## src/hw/rtl/chh_pkg.sv

```systemverilog
package chh_pkg;

  // Store geometry.
  localparam int unsigned PACKETS    = 8;
  localparam int unsigned MODULES    = 14;
  localparam int unsigned CHIPS      = 26;
  localparam int unsigned CHANNELS   = 128;
  localparam int unsigned COUNT_BITS = 32;

  localparam int unsigned DEPTH = PACKETS * MODULES * CHIPS * CHANNELS;
  localparam int unsigned IDX_W = $clog2(DEPTH);

  localparam int unsigned PACKET_BASE = 3001;
  localparam int unsigned CHIP_FOLD   = 26;
  localparam logic [6:0]  CROSS_MASK  = 7'h7f;

  localparam logic [COUNT_BITS-1:0] COUNT_MAX = {COUNT_BITS{1'b1}};
  localparam logic [31:0]           CLONE_MAX = 32'hffff_ffff;

  // Depth of the queue between the classifier and the counter engine.
  localparam int unsigned QUEUE_DEPTH = 2;

  typedef enum logic {
    CMD_HIT  = 1'b0,
    CMD_READ = 1'b1
  } cmd_e;

  typedef struct packed {
    cmd_e       cmd;
    logic       event_start;
    logic [11:0] packet;
    logic [3:0] module_req;
    logic [5:0] chip_raw;
    logic [6:0] channel;
    logic [6:0] crossing_full_low;
    logic [6:0] crossing_hit;
  } in_t;

  typedef struct packed {
    logic [6:0]  crossing_diff;
    logic        is_clone;
    logic        bad_address;
    logic [31:0] count;
    logic [31:0] clone_total;
  } out_t;

  // One classified beat waiting for the counter engine.
  typedef struct packed {
    cmd_e             cmd;
    logic             ok;
    logic             clone;
    logic [IDX_W-1:0] idx;
    logic [6:0]       crossing_diff;
    logic [31:0]      clone_total;
  } job_t;

endpackage

```

## src/hw/rtl/chh_queue.sv

```systemverilog
module chh_queue (
  input  logic          clk_i,
  input  logic          rst_ni,
  input  logic          push_i,
  input  chh_pkg::job_t push_data_i,
  output logic          full_o,
  input  logic          pop_i,
  output logic          valid_o,
  output chh_pkg::job_t head_o
);
  import chh_pkg::*;

  localparam int unsigned PTR_W = (QUEUE_DEPTH > 1) ? $clog2(QUEUE_DEPTH) : 1;
  localparam int unsigned CNT_W = $clog2(QUEUE_DEPTH + 1);

  job_t             mem_q [QUEUE_DEPTH];
  logic [PTR_W-1:0] wr_q, wr_d, rd_q, rd_d;
  logic [CNT_W-1:0] cnt_q, cnt_d;

  assign full_o  = (32'(cnt_q) == QUEUE_DEPTH);
  assign valid_o = (cnt_q != '0);
  assign head_o  = mem_q[rd_q];

  always_comb begin
    wr_d  = wr_q;
    rd_d  = rd_q;
    cnt_d = cnt_q;
    if (push_i) begin
      wr_d = (32'(wr_q) == QUEUE_DEPTH - 1) ? '0 : wr_q + PTR_W'(1);
    end
    if (pop_i) begin
      rd_d = (32'(rd_q) == QUEUE_DEPTH - 1) ? '0 : rd_q + PTR_W'(1);
    end
    if (push_i && !pop_i) begin
      cnt_d = cnt_q + CNT_W'(1);
    end else if (pop_i && !push_i) begin
      cnt_d = cnt_q - CNT_W'(1);
    end
  end

  always_ff @(posedge clk_i or negedge rst_ni) begin
    if (!rst_ni) begin
      wr_q  <= '0;
      rd_q  <= '0;
      cnt_q <= '0;
    end else begin
      wr_q  <= wr_d;
      rd_q  <= rd_d;
      cnt_q <= cnt_d;
    end
  end

  always_ff @(posedge clk_i) begin
    if (push_i) begin
      mem_q[wr_q] <= push_data_i;
    end
  end

endmodule

```

## config.mk

```make
export PLATFORM = sky130hd
export DESIGN_NAME = chh_queue
export DESIGN_NICKNAME = d
export VERILOG_FILES = /design/src/hw/rtl/chh_pkg.sv /design/src/hw/rtl/chh_queue.sv
export SDC_FILE = /design/constraint.sdc
export NUM_CORES = 1
export LEC_CHECK = 0
export BUFFER_PORTS_ARGS = -buffer_cell sky130_fd_sc_hd__buf_2
export CAP_MARGIN = 20
export CORE_MARGIN = 3
export CORE_UTILIZATION = 45
export CTS_CLUSTER_DIAMETER = 60
export DETAILED_ROUTE_END_ITERATION = 10
export PLACE_DENSITY_LB_ADDON = 0.25
export SYNTH_ARGS = -nofsm -noshare
export SYNTH_HDL_FRONTEND = slang
export SYNTH_SLANG_ARGS = --single-unit
```

## constraint.sdc

```tcl
create_clock -name clk_i -period 10.45 [get_ports clk_i]
set_clock_uncertainty 0.15 [all_clocks]
set_input_delay 2.09 -clock clk_i [delete_from_list [all_inputs] [get_ports clk_i]]
set_output_delay 2.09 -clock clk_i [all_outputs]
set_load 0.1 [all_outputs]
```

# After elaboration in Yosys (flattened, before gate mapping)
# Memories as Yosys holds them, arrays and structs flattened.
# Index checks and enable logic that the tools add are counted.
[op_classes]
add_sub_neg = 4
eq_ne = 1
n_mux = 6
reduce_logical = 6
[ops]
columns = ["cell", "n"]
rows = [
  ["$mux 1", 4],
  ["$mux 2", 2],
  ["$reduce_bool 2->1", 2],
  ["$add 1x1->1 const B", 2],
  ["$add 2x1->2 const B", 1],
  ["$eq 2x2->1 const B", 1],
  ["$logic_and 1x1->1", 2],
  ["$logic_not 1->1", 2],
  ["$sub 2x1->2 const B", 1],
]
[word_totals]
register_bits = 4
ram_bits = 122
input_bits = 65
n_memories = 1
[memory_table]
columns = ["memory", "words", "word_bits", "rd", "rd_ports_with_merged_regs", "wr", "line", "text"]
rows = [
  ["mem_q", 2, 61, 1, 0, 1, "chh_queue.sv:16", "job_t mem_q [QUEUE_DEPTH];"],
]

# Depth between registers and ports, before layout
# Gate-level depths: netlist of the first run.
[logic_depth]
ltp_word = 4
depth_mapped = 5
mapped_depth_nobuf = 5

# Worst setup path before layout of the first run
# OpenSTA, ideal clock, no wires.
[synth_timing]
kind = "in2reg"
start = "in push_i"
end = "mem mem_q[0][0] in the netlist's numbering, enable pin"
arrival_time_ps = 4776
path_slack_ps = 5036
path_stages = 1
path_cell_list = "nor2b_1"
[synth_via]
elab_chain_len = 2
[synth_rtl]
columns = ["item", "line", "text"]
rows = [
  ["from (decl)", "chh_queue.sv:4", "input logic push_i,"],
  ["$mux 1", "chh_queue.sv:54", "if (push_i) begin"],
  ["$mux 1 (implied by the code)", "chh_queue.sv:55", "mem_q[wr_q] <= push_data_i;"],
  ["to (decl)", "chh_queue.sv:16", ""],
]
# No other way between the ends.

==> results.md, run 1 <==
- Critical Path, Cell by Cell: buf_16, mux2_2, buf_2
- CTS max path bufs: 2
- Clock transition at path regs: approximately 60 ps
- # IOs: between 100 and 150
- Post-Syn Area per Cell: approximately 24 sq um
- Worst Path Buf+Inv: 2
- CTS tree: yes
- CP Class: reg -> out
- Largest net degree at the start of global routing: 62
- Dpl cell area: 5620 sq um
- Cell Area, Synth: slightly below 5000 sq um
- CORE AREA: between 10,000 and 15,000 sq um
- Outcome: completed
- Setup violators final: 0
- #FFs+latches synth: 126
- Nets: about 410
- RSZ-0062 raised after global routing: false
- Yosys warns: 0
- Post-synth ARST share: between 3 and 4%
- Post-Syn Nets: roughly 270
- Max Clk Rate: approximately 230 MHz
- Htree depth: 4
- Area delta synth->final: 28.3%
- Initial antenna violation count: 0
- First-pass GRT wire length: 12,100 um
- Setup crit start kind: flip-flop
- Cts-stage hold buffer count: 0
- Sequential area share after synthesis: just under 80%
- Port bufs: approximately 130
- Max Cap Viol: 0
- Tot GR Track Use: roughly 14%
- 1st-iter DRT viols: 93
- Die footprint: roughly 12,000 sq um
- Die height: between 100 and 150 um
- CTS buffer count: 17
- Root Buffer: clkbuf_8
- Critical Path AT: 2180 ps
- EDFF count, synth: roughly 120
- HPWL after DPL: roughly 5000 um
- Synth Instances: around 210
- Relative slew slack: 45.5%
- Post-CTS sizing: 0
- DRT antenna net count: 0
- Antenna diodes: 0
- Top cell type's share of synthesized area: around three quarters
- Hold Crit Depth: 1
- Worst Path Required: ~8000 ps
- Cell count along the critical path: 3
- Initial Util: between 40% and 50%
- Period utilization: between 40% and 50%
- Area contributors post-synth: edfxtp_1 (75%), mux2_4 (18%), buf_12 (2.5%)
- Pins Over Slew Limit: 0
- GR Overflow Total: 0
- Vias/cell: ~4.7
- Post-CTS setup buffer count: 0
- Final Hold Fails: 0
- R2R depth: 2
- Top cell type by total area after synthesis: edfxtp_1
- GP Congestion: ~0.7
- Die X: between 100 and 150 um
- Crit-path slowest cell: dfrtp_4
- CP top delay family: buffers and inverters
- Crit path largest cell delay: between 600 and 700 ps
- Min Tclk post-route: 4420 ps
- Cells after DPL: 465
- Final WL: 8020 um
- DR pass1 iterations: 4
- Setup TNS: 0 ps
- Post-route insts no fill: a little under 500
- Routed len/inst: 16.1 um
- CP Capture Type: primary output
- Layout cells sized above 1: between 60 and 70%
- HP Class: reg -> reg
- Crit Path Max Fanout: 47
- Most common cell in the netlist: edfxtp_1
- Final Cell Area: about 6300 sq um
- Clk_lat worst skew: ~500 ps
- # DRC: 0
- Actual slew at the worst max-slew pin: 818 ps
- Clk sinks: roughly 130
- Most instantiated cells after synthesis: edfxtp_1 (122), mux2_4 (59), buf_12 (6)
- Vias: ~2,400
- Vias in the first global route: 2,457
- Site Rows: 37
- Synth unique cells: 14
- Top_reg_cell synth: edfxtp_1
-- metrics by stage --
step / setup WS, ps / utilization [%] / hold WS, ps
after global placement: 6210 / 53.5 / 315
final: 6030 / 60.0 / 346
after floorplan: 5040 / - / 297
after global routing: 5920 / 60.0 / 366
after detailed placement: 6540 / 53.7 / 314
after CTS: 5980 / 60.0 / 349
-- state kept, by name, summed over array words and instances, names as in the netlist --
signal and flops:
mem_q 122, rd_q 1, wr_q 1, cnt_q 2
-- cell usage in the layout, fill, tap and decap left out, drive strengths merged --
cell / netlist / final
buf: 7 / 130
edfxtp: 122 / 122
mux2: 61 / 61
clkbuf: 0 / 17
bufinv: 0 / 6
clkinv: 0 / 5
xor2: 4 / 4
dfrtp: 4 / 4
clkinvlp: 0 / 3
inv: 1 / 2
nor2b: 2 / 2
or2: 1 / 1
and2: 1 / 1
xnor2: 1 / 1
nor2: 1 / 1
ha: 1 / 1
-- area by class of cell --
| cell class | count | area (sq um) |
|---|---|---|
| clock buffer | 17 | 414 |
| clock inverter | 15 | 243 |
| fill | 797 | 4180 |
| inverter | 1 | 3.75 |
| multi-input combinational | 72 | 1000 |
| sequential | 126 | 3770 |
| tap | 136 | 170 |
| timing repair buffer | 130 | 678 |
-- kinds of logic (layout without fill, tap and decap cells) --
| family | count (synthesis) | count (layout) | synth area share, % |
|---|---|---|---|
| XOR/XNOR | 5 | 5 | 0.895 |
| adder cells (fa/ha/maj) | 1 | 1 | 0.256 |
| flip-flops | 126 | 126 | 76.9 |
| multiplexers | 61 | 61 | 18.6 |
| buffers and inverters | 8 | 163 | 2.76 |
| AND/OR/NAND/NOR | 5 | 5 | 0.588 |
-- per-layer routing --
metal / vias up / routed length [um] / track usage, %
li1: 1097 / - / -
met1: 1160 / 3040 / 15.1
met2: 80 / 4270 / 23.4
met3: 20 / 467 / 4.60
met4: 0 / 245 / 8.97
met5: - / 0 / 0
-- final timing paths --
path / end / slack [ps] / startpoint
max: head_o[41] / 6030 / rd_q
min: cnt_q[1] / 350 / cnt_q[1]
max reg2reg: mem_q[0][51] / 8440 / wr_q
min reg2reg: cnt_q[1] / 350 / cnt_q[1]
max in group asynchronous: rd_q / 8790 / rst_ni
min in group asynchronous: rd_q / 1220 / rst_ni
Power of run 1 is not shown: default switching activity piles up to over one toggle a cycle in this logic, so the estimate is an artifact.
==> run 2, diff against run 1 <==
Clock period 10.45 ns to 4.5 ns, I/O delays scaled along.
==> run 2 against run 1 <==
Compared with the run above: via count shrank 2.2%; critical path depth did not move; wire length is 0.64% lower; final cell count fell by 0.20%; non-clock buffer count grew 1.
==> results.md, run 2 (synthesis results as in run 1) <==
- Outcome: completed (unchanged)
- Setup WS post-layout: 1140 ps (was 6030 ps)
- CORE AREA: 10,500 sq um (unchanged)
- Most frequent cells in the layout: buf_2 (127), edfxtp_1 (122), mux2_4 (59) (unchanged)
- Crit Path Max Fanout: 35 (was 47)
- Port bufs: 127 (unchanged)
- Post-CTS setup buffer count: 0 (unchanged)
- Die X: 110 um (unchanged)
- Site Rows: 37 (unchanged)
- Initial antenna violation count: 0 (unchanged)
- CTS max path bufs: 2 (unchanged)
- # IOs: 128 (unchanged)
- Vias: 2,305 (was 2,357)
- Final core occ: 59.1% (was 60.0%)
- Tot GR Track Use: 14.0% (was 13.9%)
- # DRC: 0 (unchanged)
- Period utilization: 74.7%
- Nets: 415 (was 414)
- GP Congestion: 0.718 (was 0.698)
- Final WL: 7970 um (was 8020 um)
- Vias/cell: 4.65 (was 4.74)
- HP Class: in -> async (was reg -> reg)
- Top Registers: mem_q x122, cnt_q x2 (unchanged)
- Largest net degree at the start of global routing: 48 (was 62)
- Post-CTS sizing: 0 (unchanged)
- Layout cells sized above 1: 62.2% (was 62.6%)
- Max Clk Rate: between 200 and 300 MHz
- Pins Over Slew Limit: 0 (unchanged)
- Root Buffer: clkbuf_8 (unchanged)
- Largest Register: mem_q (unchanged)
- GR Overflow Total: 0 (unchanged)
- Most common cell after layout, fill and taps aside: buf_2 (unchanged)
- Clock transition at path regs: 50 ps (was 60 ps)
- Worst Path Required: 3450 ps (was 8210 ps)
- Final Hold Fails: 0 (unchanged)
- Relative slew slack: 40.5% (was 45.5%)
- Final Cell Area: 6190 sq um (was 6280 sq um)
- CP Class: reg -> out (unchanged)
- CP Capture Type: primary output (unchanged)
- Initial Util: 46.8% (unchanged)
- Vias in the first global route: 2,412 (was 2,457)
- Setup crit start kind: flip-flop (unchanged)
- Routed len/inst: 16.1 um (about the same)
- Die footprint: 12,200 sq um (unchanged)
- Antenna diodes: 0 (unchanged)
- Critical Path AT: 2310 ps (was 2180 ps)
- Min Tclk post-route: about 3400 ps
- HPWL after DPL: 5290 um (was 5060 um)
- First-pass GRT wire length: 12,200 um (was 12,100 um)
- CTS tree: yes (unchanged)
- Clk_lat worst skew: 510 ps (was 500 ps)
- Cts-stage hold buffer count: 0 (unchanged)
- Die height: 110 um (unchanged)
- Number of flip-flops in the largest register: 122 (unchanged)
- Actual slew at the worst max-slew pin: 893 ps (was 818 ps)
- CTS buffer count: 17 (unchanged)
- R2R depth: 2 (unchanged)
- DRT antenna net count: 0 (unchanged)
- Htree depth: 4 (unchanged)
- Max Cap Viol: 0 (unchanged)
- DR pass1 iterations: 4 (unchanged)
- Area delta synth->final: 26.4% (was 28.3%)
- RSZ-0062 raised after global routing: false (unchanged)
- Dpl cell area: 5620 sq um (unchanged)
- Setup violators final: 0 (unchanged)
- 1st-iter DRT viols: 87 (was 93)
- Pre-CTS setup slack: 1640 ps (was 6540 ps)
- Clk sinks: 126 (unchanged)
- Setup TNS: 0 ps (unchanged)
==> run 2: changes by cell type in the layout (fill, tap and decap cells not counted) <==
cell	change
buf_12	+1
buf_16	-1
buf_4	+1
bufinv_16	-3
clkinv_1	+1
clkinv_2	+1
clkinv_4	-2
clkinvlp_4	+2
inv_6	-1
==> run 2: cell type report <==
cell class,count,area (sq um)
inverters,1,3.75
clock inverters,13,150
clock buffers,17,414
multi-input cells,72,1000
well taps,136,170
fillers,823,4280
repair buffers,131,678
flip-flops and latches,126,3770
==> run 2: worst paths after layout <==
kind                                end  startpoint  slack (ps)
setup reg to reg           mem_q[0][46]        wr_q        2490
setup / recovery             head_o[41]        rd_q        1140
max in group asynchronous          rd_q      rst_ni        4030
min in group clk_i             cnt_q[1]    cnt_q[1]         320
hold reg to reg                cnt_q[1]    cnt_q[1]         320
hold / removal                 cnt_q[1]      rst_ni          30
==> run 2: worst max-delay path, stage by stage, from the launching register on <==
cell and delay [ps]:
dfrtp_4 770, buf_12 340, mux2_2 370, buf_2 290
==> run 2: through the flow <==
step	hold WS, ps	std cells
after detailed placement	317	466
after floorplan	297	206
final	34.7	496
after global routing	15.2	496
after CTS	16.0	496
after global placement	316	466
==> run 2: layer usage <==
metal	global-route usage (%)	up-vias	part of all wire, %
li1	-	1098	-
met1	15.8	1127	40
met2	23.3	71	53
met3	5.24	9	5.9
met4	7.21	0	1.4
met5	0	-	0
Power of run 2 is left out for the same reason.
