**config.mk**
```make
export PLATFORM = sky130hd
export DESIGN_NAME = chh_front
export DESIGN_NICKNAME = d
export VERILOG_FILES = /design/src/hw/rtl/chh_pkg.sv /design/src/hw/rtl/chh_front.sv
export SDC_FILE = /design/constraint.sdc
export NUM_CORES = 1
export LEC_CHECK = 0
export BUFFER_PORTS_ARGS = -buffer_cell sky130_fd_sc_hd__buf_2
export CAP_MARGIN = 40
export CELL_PAD_IN_SITES_DETAIL_PLACEMENT = 2
export CELL_PAD_IN_SITES_GLOBAL_PLACEMENT = 2
export CORE_MARGIN = 3
export CORE_UTILIZATION = 34
export DETAILED_ROUTE_END_ITERATION = 12
export PLACE_DENSITY_LB_ADDON = 0.05
export SLEW_MARGIN = 20
export SYNTH_ARGS = -nofsm -noshare
export SYNTH_HDL_FRONTEND = slang
export SYNTH_SLANG_ARGS = --single-unit
export TNS_END_PERCENT = 20
```
**constraint.sdc**
```tcl
create_clock -name clk_i -period 11.85 [get_ports clk_i]
set_input_delay 1.7775 -clock clk_i [delete_from_list [all_inputs] [get_ports clk_i]]
set_output_delay 1.7775 -clock clk_i [all_outputs]
set_load 0.02 [all_outputs]
```
**src/hw/rtl/chh_pkg.sv**
```systemverilog
package chh_pkg;

  // Store geometry.
  localparam int unsigned PACKETS    = 8;
  localparam int unsigned MODULES    = 14;
  localparam int unsigned CHIPS      = 26;
  localparam int unsigned CHANNELS   = 128;
  localparam int unsigned COUNT_BITS = 32;

  localparam int unsigned DEPTH = PACKETS * MODULES * CHIPS * CHANNELS;
  localparam int unsigned IDX_W = $clog2(DEPTH);

  localparam int unsigned PACKET_BASE = 3001;
  localparam int unsigned CHIP_FOLD   = 26;
  localparam logic [6:0]  CROSS_MASK  = 7'h7f;

  localparam logic [COUNT_BITS-1:0] COUNT_MAX = {COUNT_BITS{1'b1}};
  localparam logic [31:0]           CLONE_MAX = 32'hffff_ffff;

  // Depth of the queue between the classifier and the counter engine.
  localparam int unsigned QUEUE_DEPTH = 2;

  typedef enum logic {
    CMD_HIT  = 1'b0,
    CMD_READ = 1'b1
  } cmd_e;

  typedef struct packed {
    cmd_e       cmd;
    logic       event_start;
    logic [11:0] packet;
    logic [3:0] module_req;
    logic [5:0] chip_raw;
    logic [6:0] channel;
    logic [6:0] crossing_full_low;
    logic [6:0] crossing_hit;
  } in_t;

  typedef struct packed {
    logic [6:0]  crossing_diff;
    logic        is_clone;
    logic        bad_address;
    logic [31:0] count;
    logic [31:0] clone_total;
  } out_t;

  // One classified beat waiting for the counter engine.
  typedef struct packed {
    cmd_e             cmd;
    logic             ok;
    logic             clone;
    logic [IDX_W-1:0] idx;
    logic [6:0]       crossing_diff;
    logic [31:0]      clone_total;
  } job_t;

endpackage

```
**src/hw/rtl/chh_front.sv**
```systemverilog
module chh_front (
  input  logic          clk_i,
  input  logic          rst_ni,
  input  logic          in_valid_i,
  output logic          in_ready_o,
  input  chh_pkg::in_t  in_i,
  input  logic          queue_full_i,
  input  logic          init_done_i,
  output logic          push_o,
  output chh_pkg::job_t job_o
);
  import chh_pkg::*;

  logic             prev_valid_q, prev_valid_d;
  logic [IDX_W-1:0] prev_addr_q, prev_addr_d;
  logic [31:0]      clone_total_q, clone_total_d;

  logic [11:0]      pkt_idx;
  logic [5:0]       chip_f;
  logic             ok;
  logic [31:0]      idx_wide;
  logic [IDX_W-1:0] idx;
  logic             prev_eff;
  logic             clone;
  logic [6:0]       diff;
  logic             is_hit;

  assign in_ready_o = init_done_i && !queue_full_i;
  assign push_o     = in_valid_i && in_ready_o;
  assign is_hit     = (in_i.cmd == CMD_HIT);

  always_comb begin
    chip_f  = (32'(in_i.chip_raw) > CHIP_FOLD) ? in_i.chip_raw - 6'(CHIP_FOLD) : in_i.chip_raw;
    pkt_idx = in_i.packet - 12'(PACKET_BASE);
    ok = (32'(in_i.packet) >= PACKET_BASE) && (32'(pkt_idx) < PACKETS) &&
         (32'(in_i.module_req) < MODULES) && (chip_f != 6'd0) &&
         (32'(chip_f) <= CHIPS) && (32'(in_i.channel) < CHANNELS);
    idx_wide = ((32'(pkt_idx) * MODULES + 32'(in_i.module_req)) * CHIPS +
                (32'(chip_f) - 32'd1)) * CHANNELS + 32'(in_i.channel);
    idx = ok ? idx_wide[IDX_W-1:0] : '0;

    prev_eff = prev_valid_q && !in_i.event_start;
    clone    = is_hit && ok && prev_eff && (prev_addr_q == idx);

    if (in_i.crossing_full_low >= in_i.crossing_hit) begin
      diff = (in_i.crossing_full_low - in_i.crossing_hit) & CROSS_MASK;
    end else begin
      diff = (in_i.crossing_hit - in_i.crossing_full_low) & CROSS_MASK;
    end
    if (!is_hit) begin
      diff = '0;
    end

    prev_valid_d  = prev_valid_q;
    prev_addr_d   = prev_addr_q;
    clone_total_d = clone_total_q;
    if (push_o && is_hit) begin
      prev_valid_d = ok ? 1'b1 : prev_eff;
      if (ok) begin
        prev_addr_d = idx;
      end
      if (clone && (clone_total_q != CLONE_MAX)) begin
        clone_total_d = clone_total_q + 32'd1;
      end
    end
  end

  always_ff @(posedge clk_i or negedge rst_ni) begin
    if (!rst_ni) begin
      prev_valid_q  <= 1'b0;
      prev_addr_q   <= '0;
      clone_total_q <= '0;
    end else begin
      prev_valid_q  <= prev_valid_d;
      prev_addr_q   <= prev_addr_d;
      clone_total_q <= clone_total_d;
    end
  end

  always_comb begin
    job_o.cmd           = in_i.cmd;
    job_o.ok            = ok;
    job_o.clone         = clone;
    job_o.idx           = idx;
    job_o.crossing_diff = diff;
    job_o.clone_total   = clone_total_d;
  end

endmodule

```
## Yosys cells after proc, flatten, opt, wreduce, memory -nomap -nowiden

Cells that the tools add are included.

| operators by class | value |
|---|---|
| $add $sub $neg | 9 |
| multiply operators | 2 |
| magnitude comparators | 6 |
| equality and inequality tests | 2 |
| muxes and demuxes | 7 |
| bitwise operators | 1 |
| reductions and logical operators | 16 |

Operators with widths:

| cell | number |
|---|---|
| $mux W32 | 2 |
| $add A32 B1 Y32 const B | 1 |
| $ne A32 B32 Y1 const B | 1 |
| $add A19 B8 Y19 | 1 |
| $eq A19 B19 Y1 | 1 |
| $mux W19 | 1 |
| $add A16 B4 Y17 | 1 |
| $mul A17 B4 Y11 const B | 1 |
| $mul A12 B3 Y15 const B | 1 |
| $mux W7 | 2 |
| $sub A7 B7 Y7 | 2 |
| $add A12 B7 Y12 | 1 |
| $ge A12 B12 Y1 const B | 1 |
| $logic_and A1 B1 Y1 | 12 |
| $lt A12 B4 Y1 const B | 1 |
| $sub A12 B12 Y12 const B | 1 |
| $ge A7 B7 Y1 | 1 |
| $sub A6 B1 Y7 const B | 1 |
| $gt A6 B5 Y1 const B | 1 |
| $le A6 B5 Y1 const B | 1 |
| $mux W6 | 1 |
| $reduce_bool A6 Y1 | 1 |
| $sub A6 B5 Y6 const B | 1 |
| $lt A4 B4 Y1 const B | 1 |
| 4 further kinds | 5 |

| word-level totals | value |
|---|---|
| flip-flop bits (word level) | 52 |
| input port bits | 50 |
| output and inout port bits | 63 |
| word-level logic and storage cells | 46 |

## Logic depth before layout (Yosys ltp)

Gate-level depths: netlist of the first run.

| logic depth | value |
|---|---|
| depth in word-level cells | 12 |
| mapped depth | 30 |
| gate-level depth less buffers | 29 |

## Worst setup path after synthesis of the first run

Ideal clock, no wire load.

| path | value |
|---|---|
| path type | input to output |
| start | input in_i[32] (netlist name) |
| end | output job_o[13] (netlist name) |
| arrival | 8.105 ns |
| data required time | 10.073 ns |
| path slack | 1.967 ns |
| stages | 26 |
| path buffers | 1 |
| cell sequence | inv_1 ha_1 a21bo_2 xnor2_1 inv_1 fa_1 inv_1 fa_1 xor2_1 ha_1 fa_1 ha_1 xnor2_1 ha_1 nor3_1 o21ai_0 a31oi_1 o21bai_1 a21oi_1 xor2_1 xnor3_2 o21ai_2 nand4b_4 buf_2 nor3_1 xor2_1 |

RTL lines:

| element | line | text |
|---|---|---|
| start, declared | chh_front.sv:6 | `input chh_pkg::in_t in_i,` |
| end, declared | chh_front.sv:10 | `output chh_pkg::job_t job_o` |

==> flow_metrics.py, run 1 <==
metrics = {
    "global_routing": {
        "grt_max_degree": 53,
        "grt-ovfl-total": 0,
        "track_usage_pct": 18.4,
        "antenna_found_initial": 0,
        "grt_pass1_wl_um": 28000,
        "grt_pass1_vias": 5617,
    },
    "clock_network": {
        "cts_setup_buffers": 0,
        "path_clk_slew_ns": 0.07,
        "cts_hold_buf": 0,
        "cts_max_level": 2,
        "root_buffer": "clkbuf_16",
        "cts_sinks": 52,
        "max-clock-path-buffers": 2,
        "cts_tree": "built",
        "cts_resized": 0,
        "cts_buffers": 5,
        "worstSkewPairLatency_ns": 0.29,
    },
    "sta": {
        "rsz0062_at_grt": "false",
        "min_period_ns": 11.03,
        "worst_slack_ns": 0.821,
        "final-hold-violation-count": 0,
        "finalCritPeriodShare_pct": 93.1,
        "slew_headroom_pct": 53.6,
        "worst_pin_slew_ns": 0.695,
        "max_freq_mhz": 90.7,
        "finalSetupViolCount": 0,
        "slew_violations": 0,
        "setup_tns_ns": 0,
        "clock_skew_ns": 0.00641,
    },
    "detailed_routing": {
        "drtPass1Iterations": 4,
        "via_per_inst": 5.09,
        "num_vias": 4933,
        "drtIter0Drc": 110,
        "final_antenna_net_count": 0,
        "route.detailed.drc": 0,
        "wl_um": 16400,
        "wl_per_cell_um": 17.0,
    },
    "placement": {
        "dpl_cell_area_sq_um": 6440,
        "placed_cells_incl_taps": 961,
        "place_congestion": 0.786,
        "dp_slack_ns": 0.550,
        "dp_hpwl_um": 13800,
        "port_buffers": 112,
    },
    "setup_path": {
        "critPathSlowestCell": "fa_1",
        "worstRegToRegCells": 8,
        "worstPathArrival_ns": 9.25,
        "cp_max_fo": 23,
        "endpoint_kind": "output port",
        "r2r_end": "clone_total_q[30]",
        "reg2reg_from": "clone_total_q[5]",
        "required_ns": 10.07,
        "cpPeakStageDelay_ns": 0.49,
        "critPathLaunchType": "primary input",
        "critical_path_class": "primary input to output port",
        "rrSetupSlack_ns": 8.58,
    },
    "layout": {
        "final_cell_mix": "buf_2 (112), inv_1 (69), ha_1 (60), nand2_1 (52), dfrtp_1 (52)",
        "diodes": 0,
        "fin_cells": 969,
        "design_area_sq_um": 6640,
        "postLayoutCoreUtil_pct": 41.3,
        "drive_above_1_share_pct": 21.0,
        "final_common_cell": "buf_2",
        "fin_nets": 880,
        "area_growth_pct": 17.7,
        "n_fill_cell": 1850,
    },
    "pwr": {
        "p_per_area_nw_per_um2": 316,
        "power_leakage_uw": 0.00348,
        "peakVddDrop_mv": 0.256,
    },
    "synthesis": {
        "syn-cell-area_sq_um": 5640,
        "netlist_instances": 647,
        "synth-seq-cells": 52,
        "yosys.cell_types.count": 63,
        "syn_avg_cell_area_sq_um": 8.71,
        "yosysWarnings": 0,
        "synth-edff-count": 0,
        "synth_nets": 775,
        "synth_flop_cell": "dfrtp_1",
        "async_flop_share_pct": 100,
        "ys_seq_area_share_pct": 23.1,
    },
    "worst_hold_path": {
        "hp-start": "clone_total_q[7]",
        "holdPathEnd": "clone_total_q[7]",
        "hold_depth": 1,
        "hold_path_class": "flop to flop",
    },
    "floorplan": {
        "die_w_um": 135,
        "core_sq_um": 16100,
        "dieArea_sq_um": 18200,
        "fp.dieH_um": 135,
        "start_util_pct": 35.1,
        "ios": 113,
        "row_count": 46,
    },
    "outcome": {
        "outcome": "finished clean",
    },
    "flow_run": {
        "drv_cap": 0,
    },
}
## sequential cells by signal, summed over array words and instances, names as in the netlist
name           cells
clone_total_q     32
prev_valid_q       1
prev_addr_q       19
## metal layers
layer  vias to the layer above  track usage [%]  wire (um)
li1                       2411                -          -
met1                      2451             23.4       7500
met2                        69             34.9       8450
met3                         2             2.12        453
met4                         0             1.36         24
met5                         -                0          0
## report_power, final
part           switching [uW]  internal [uW]
clock network            65.1            111
logic                     972            767
registers               0.921            178
## cells by family after synthesis
family / count (synthesis) / share of synthesized area [%]
buffers and inverters: 88 / 6.28
DFF: 52 / 23.1
and+or+nand+nor: 207 / 19.9
muxes: 16 / 3.11
adders and majority gates: 78 / 19.7
xor gates and xnor gates: 96 / 15.4
AOI/OAI and AO/OA: 110 / 12.5
## cell usage after synthesis (all sizes together) (11+ instances only)
master   n  share of area, %
o21ai   31               2.8
a21o    11               1.5
nor4    17               2.8
xor2    47               7.3
a21oi   29               2.6
fa      18               6.4
nand2   52               3.5
nand3   14               1.2
nor2    49               3.3
dfrtp   52                23
inv     69               4.6
mux2    12               2.4
ha      60                13
xnor2   47               7.3
nor3    19               1.7
## critical path: cells and delay by family
family,cells,cell delay [ns]
and+or+nand+nor,6,1.51
AOI/OAI and AO/OA,6,1.43
xor gates and xnor gates,7,1.94
adders and majority gates,6,2.02
buffers and inverters,4,0.54
## worst max path at each step
| stage | startpoint | end | slack (ns) | depth (start not counted) |
|---|---|---|---|---|
| finish | in_i[32] | job_o[29] | 0.82 | 29 |
| global route | in_i[32] | job_o[29] | 0.13 | 29 |
| CTS | in_i[32] | job_o[15] | 0.50 | 28 |
| detailed placement | in_i[32] | job_o[15] | 0.55 | 28 |
| global placement | in_i[32] | job_o[15] | 0.91 | 28 |
| floorplan | in_i[32] | job_o[13] | 1.97 | 26 |
## per-stage QoR
stage	hold slack, ns	total power [uW]
after floorplan	0.445	1540
after global placement	0.461	1860
after detailed placement	0.469	1940
after CTS	0.483	2140
after global routing	0.506	2340
final	0.481	2090
## final cells by class
class / instances / area [sq um] / share of cell area (%)
clock buffers: 7 / 153 / 2.30
well taps: 216 / 270 / 4.07
repair buffers: 117 / 622 / 9.37
flip-flops and latches: 52 / 1300 / 19.6
clock inverters: 1 / 30.0 / 0.452
multi-input cells: 507 / 4000 / 60.3
inverters: 69 / 259 / 3.90
(Power assumes the default switching activity.)
==> run 2: changes to the inputs <==
--- a/config.mk
+++ b/config.mk
@@ -13,6 +13,7 @@
 export CORE_UTILIZATION = 34
 export DETAILED_ROUTE_END_ITERATION = 12
 export PLACE_DENSITY_LB_ADDON = 0.05
+export REMOVE_ABC_BUFFERS = 1
 export SLEW_MARGIN = 20
 export SYNTH_ARGS = -nofsm -noshare
 export SYNTH_HDL_FRONTEND = slang
==> run 2 against run 1 <==
Compared with the run above:
- worst hold slack better by 0.0028 ns
- non-clock buffer count did not move
- combinational power barely moved
- cell count unchanged
- maximum frequency down 1.2%
- utilization down 0.37 points
- critical endpoint is now job_o[31]
- largest cell class unchanged
==> flow_metrics.py, run 2 (synthesis gave the netlist of run 1 again) <==
metrics = {
    "pwr": {
        "seq_power_share_pct": 8.7,
        "total_power_uw": 2050,
        "power_leakage_uw": 0.00345,
        "p_comb_share_pct": 83.9,
        "pwr-share-clk_pct": 7.4,
        "switching_share_pct": 49.9,
        "p_per_area_nw_per_um2": 312,
        "peakVddDrop_mv": 0.281,
        "p_int_uw": 1030,
        "switchingPower_uw": 1030,
    },
    "detailed_routing": {
        "drtIter0Drc": 144,
        "wl_um": 16300,
        "via_per_inst": 5.10,
        "drtPass1Iterations": 4,
        "route.detailed.drc": 0,
        "wl_per_cell_um": 16.9,
        "final_antenna_net_count": 0,
        "num_vias": 4944,
    },
    "clock_network": {
        "path_clk_slew_ns": 0.07,
        "cts_max_level": 2,
        "cts_hold_buf": 0,
        "cts_tree": "built",
        "cts_sinks": 52,
        "cts_setup_buffers": 0,
        "worstSkewPairLatency_ns": 0.30,
        "max-clock-path-buffers": 2,
        "cts_resized": 0,
        "cts_buffers": 5,
        "root_buffer": "clkbuf_16",
    },
    "layout": {
        "final_common_cell": "buf_2",
        "final_cell_mix": "buf_2 (112), inv_1 (69), ha_1 (60), nand2_1 (52), dfrtp_1 (52)",
        "drive_above_1_share_pct": 20.7,
        "postLayoutCoreUtil_pct": 41.0,
        "fin_cells": 969,
        "fin_nets": 880,
        "area_growth_pct": 16.7,
        "largest_reg_flops": 32,
        "diodes": 0,
        "reg_top3": "clone_total_q x32, prev_addr_q x19, prev_valid_q x1",
        "top_register": "clone_total_q",
    },
    "floorplan": {
        "fp.dieH_um": 135,
        "die_w_um": 135,
        "core_sq_um": 16100,
        "start_util_pct": 35.1,
        "row_count": 46,
        "ios": 113,
        "dieArea_sq_um": 18200,
    },
    "setup_path": {
        "cpPeakStageDelay_ns": 0.53,
        "required_ns": 10.07,
        "cpMostUsedCell": "ha_1",
        "worstPathArrival_ns": 9.38,
        "critical_path_class": "primary input to output port",
        "endpoint_kind": "output port",
        "critPathLaunchType": "primary input",
        "critPathSlowestCell": "fa_1",
        "cp_max_fo": 23,
    },
    "flow_run": {
        "drv_cap": 0,
    },
    "placement": {
        "place_congestion": 0.808,
        "dp_hpwl_um": 13800,
        "port_buffers": 112,
        "placed_cells_incl_taps": 961,
    },
    "sta": {
        "slew_violations": 0,
        "fin_hold_ws_ns": 0.483,
        "setup_tns_ns": 0,
        "min_period_ns": 11.16,
        "final-hold-violation-count": 0,
        "slew_headroom_pct": 53.5,
        "rsz0062_at_grt": "false",
        "max_freq_mhz": 89.6,
        "finalSetupViolCount": 0,
        "worst_pin_slew_ns": 0.698,
        "finalCritPeriodShare_pct": 94.2,
        "clock_skew_ns": 0.00629,
    },
    "global_routing": {
        "grt_pass1_vias": 5591,
        "grt_max_degree": 53,
        "track_usage_pct": 18.5,
        "grt-ovfl-total": 0,
        "antenna_found_initial": 0,
        "grt_pass1_wl_um": 27700,
    },
    "worst_hold_path": {
        "hold_path_class": "flop to flop",
    },
    "outcome": {
        "outcome": "finished clean",
    },
}
-- run 2: routing by layer --
| metal | share of wire (%) | global-route usage (%) |
|---|---|---|
| met4 | 0.67 | 2.15 |
| met5 | 0 | 0 |
| met2 | 52 | 34.3 |
| met1 | 44 | 23.4 |
| met3 | 3.3 | 2.72 |
-- run 2: worst paths after layout --
| kind | start | end | slack (ns) | depth (start not counted) |
|---|---|---|---|---|
| setup / recovery | in_i[32] | job_o[31] | 0.69 | 28 |
| hold / removal | clone_total_q[7] | clone_total_q[7] | 0.48 | 1 |
| setup reg to reg | clone_total_q[5] | clone_total_q[30] | 8.53 | 8 |
| hold reg to reg | clone_total_q[7] | clone_total_q[7] | 0.48 | 1 |
| max in group asynchronous | rst_ni | clone_total_q[3] | 9.78 | 2 |
| min in group asynchronous | rst_ni | prev_addr_q[7] | 1.59 | 2 |
-- run 2: critical path: cells and delay by family --
| kind | cells | cell delay, ns |
|---|---|---|
| adder cells (fa/ha/maj) | 6 | 2.09 |
| XOR/XNOR | 7 | 1.93 |
| AO/OA/AOI/OAI | 7 | 1.64 |
| AND/OR/NAND/NOR | 4 | 1.32 |
| buffers and inverters | 4 | 0.63 |
-- run 2: power by group through the flow --
stage / combinational, uW / clock [uW] / sequential (uW)
after global routing: 1960 / 164 / 179
after global placement: 1630 / 0 / 182
after detailed placement: 1740 / 0 / 183
after floorplan: 1360 / 0 / 182
final: 1720 / 152 / 179
after CTS: 1750 / 155 / 179
-- run 2: final cells by class --
| class | instances | area, sq um |
|---|---|---|
| fill | 1864 | 9480 |
| multi-input combinational | 507 | 3990 |
| tap | 216 | 270 |
| inverter | 69 | 259 |
| clock inverter | 3 | 25.0 |
| sequential | 52 | 1300 |
| clock buffer | 5 | 125 |
| timing repair buffer | 117 | 609 |
-- run 2: metrics by stage --
step	worst slack, ns	cell area [sq um]
floorplan	1.78	5540
global placement	1.05	6400
detailed placement	0.640	6430
CTS	0.573	6580
global route	0.0706	6580
finish	0.692	6580
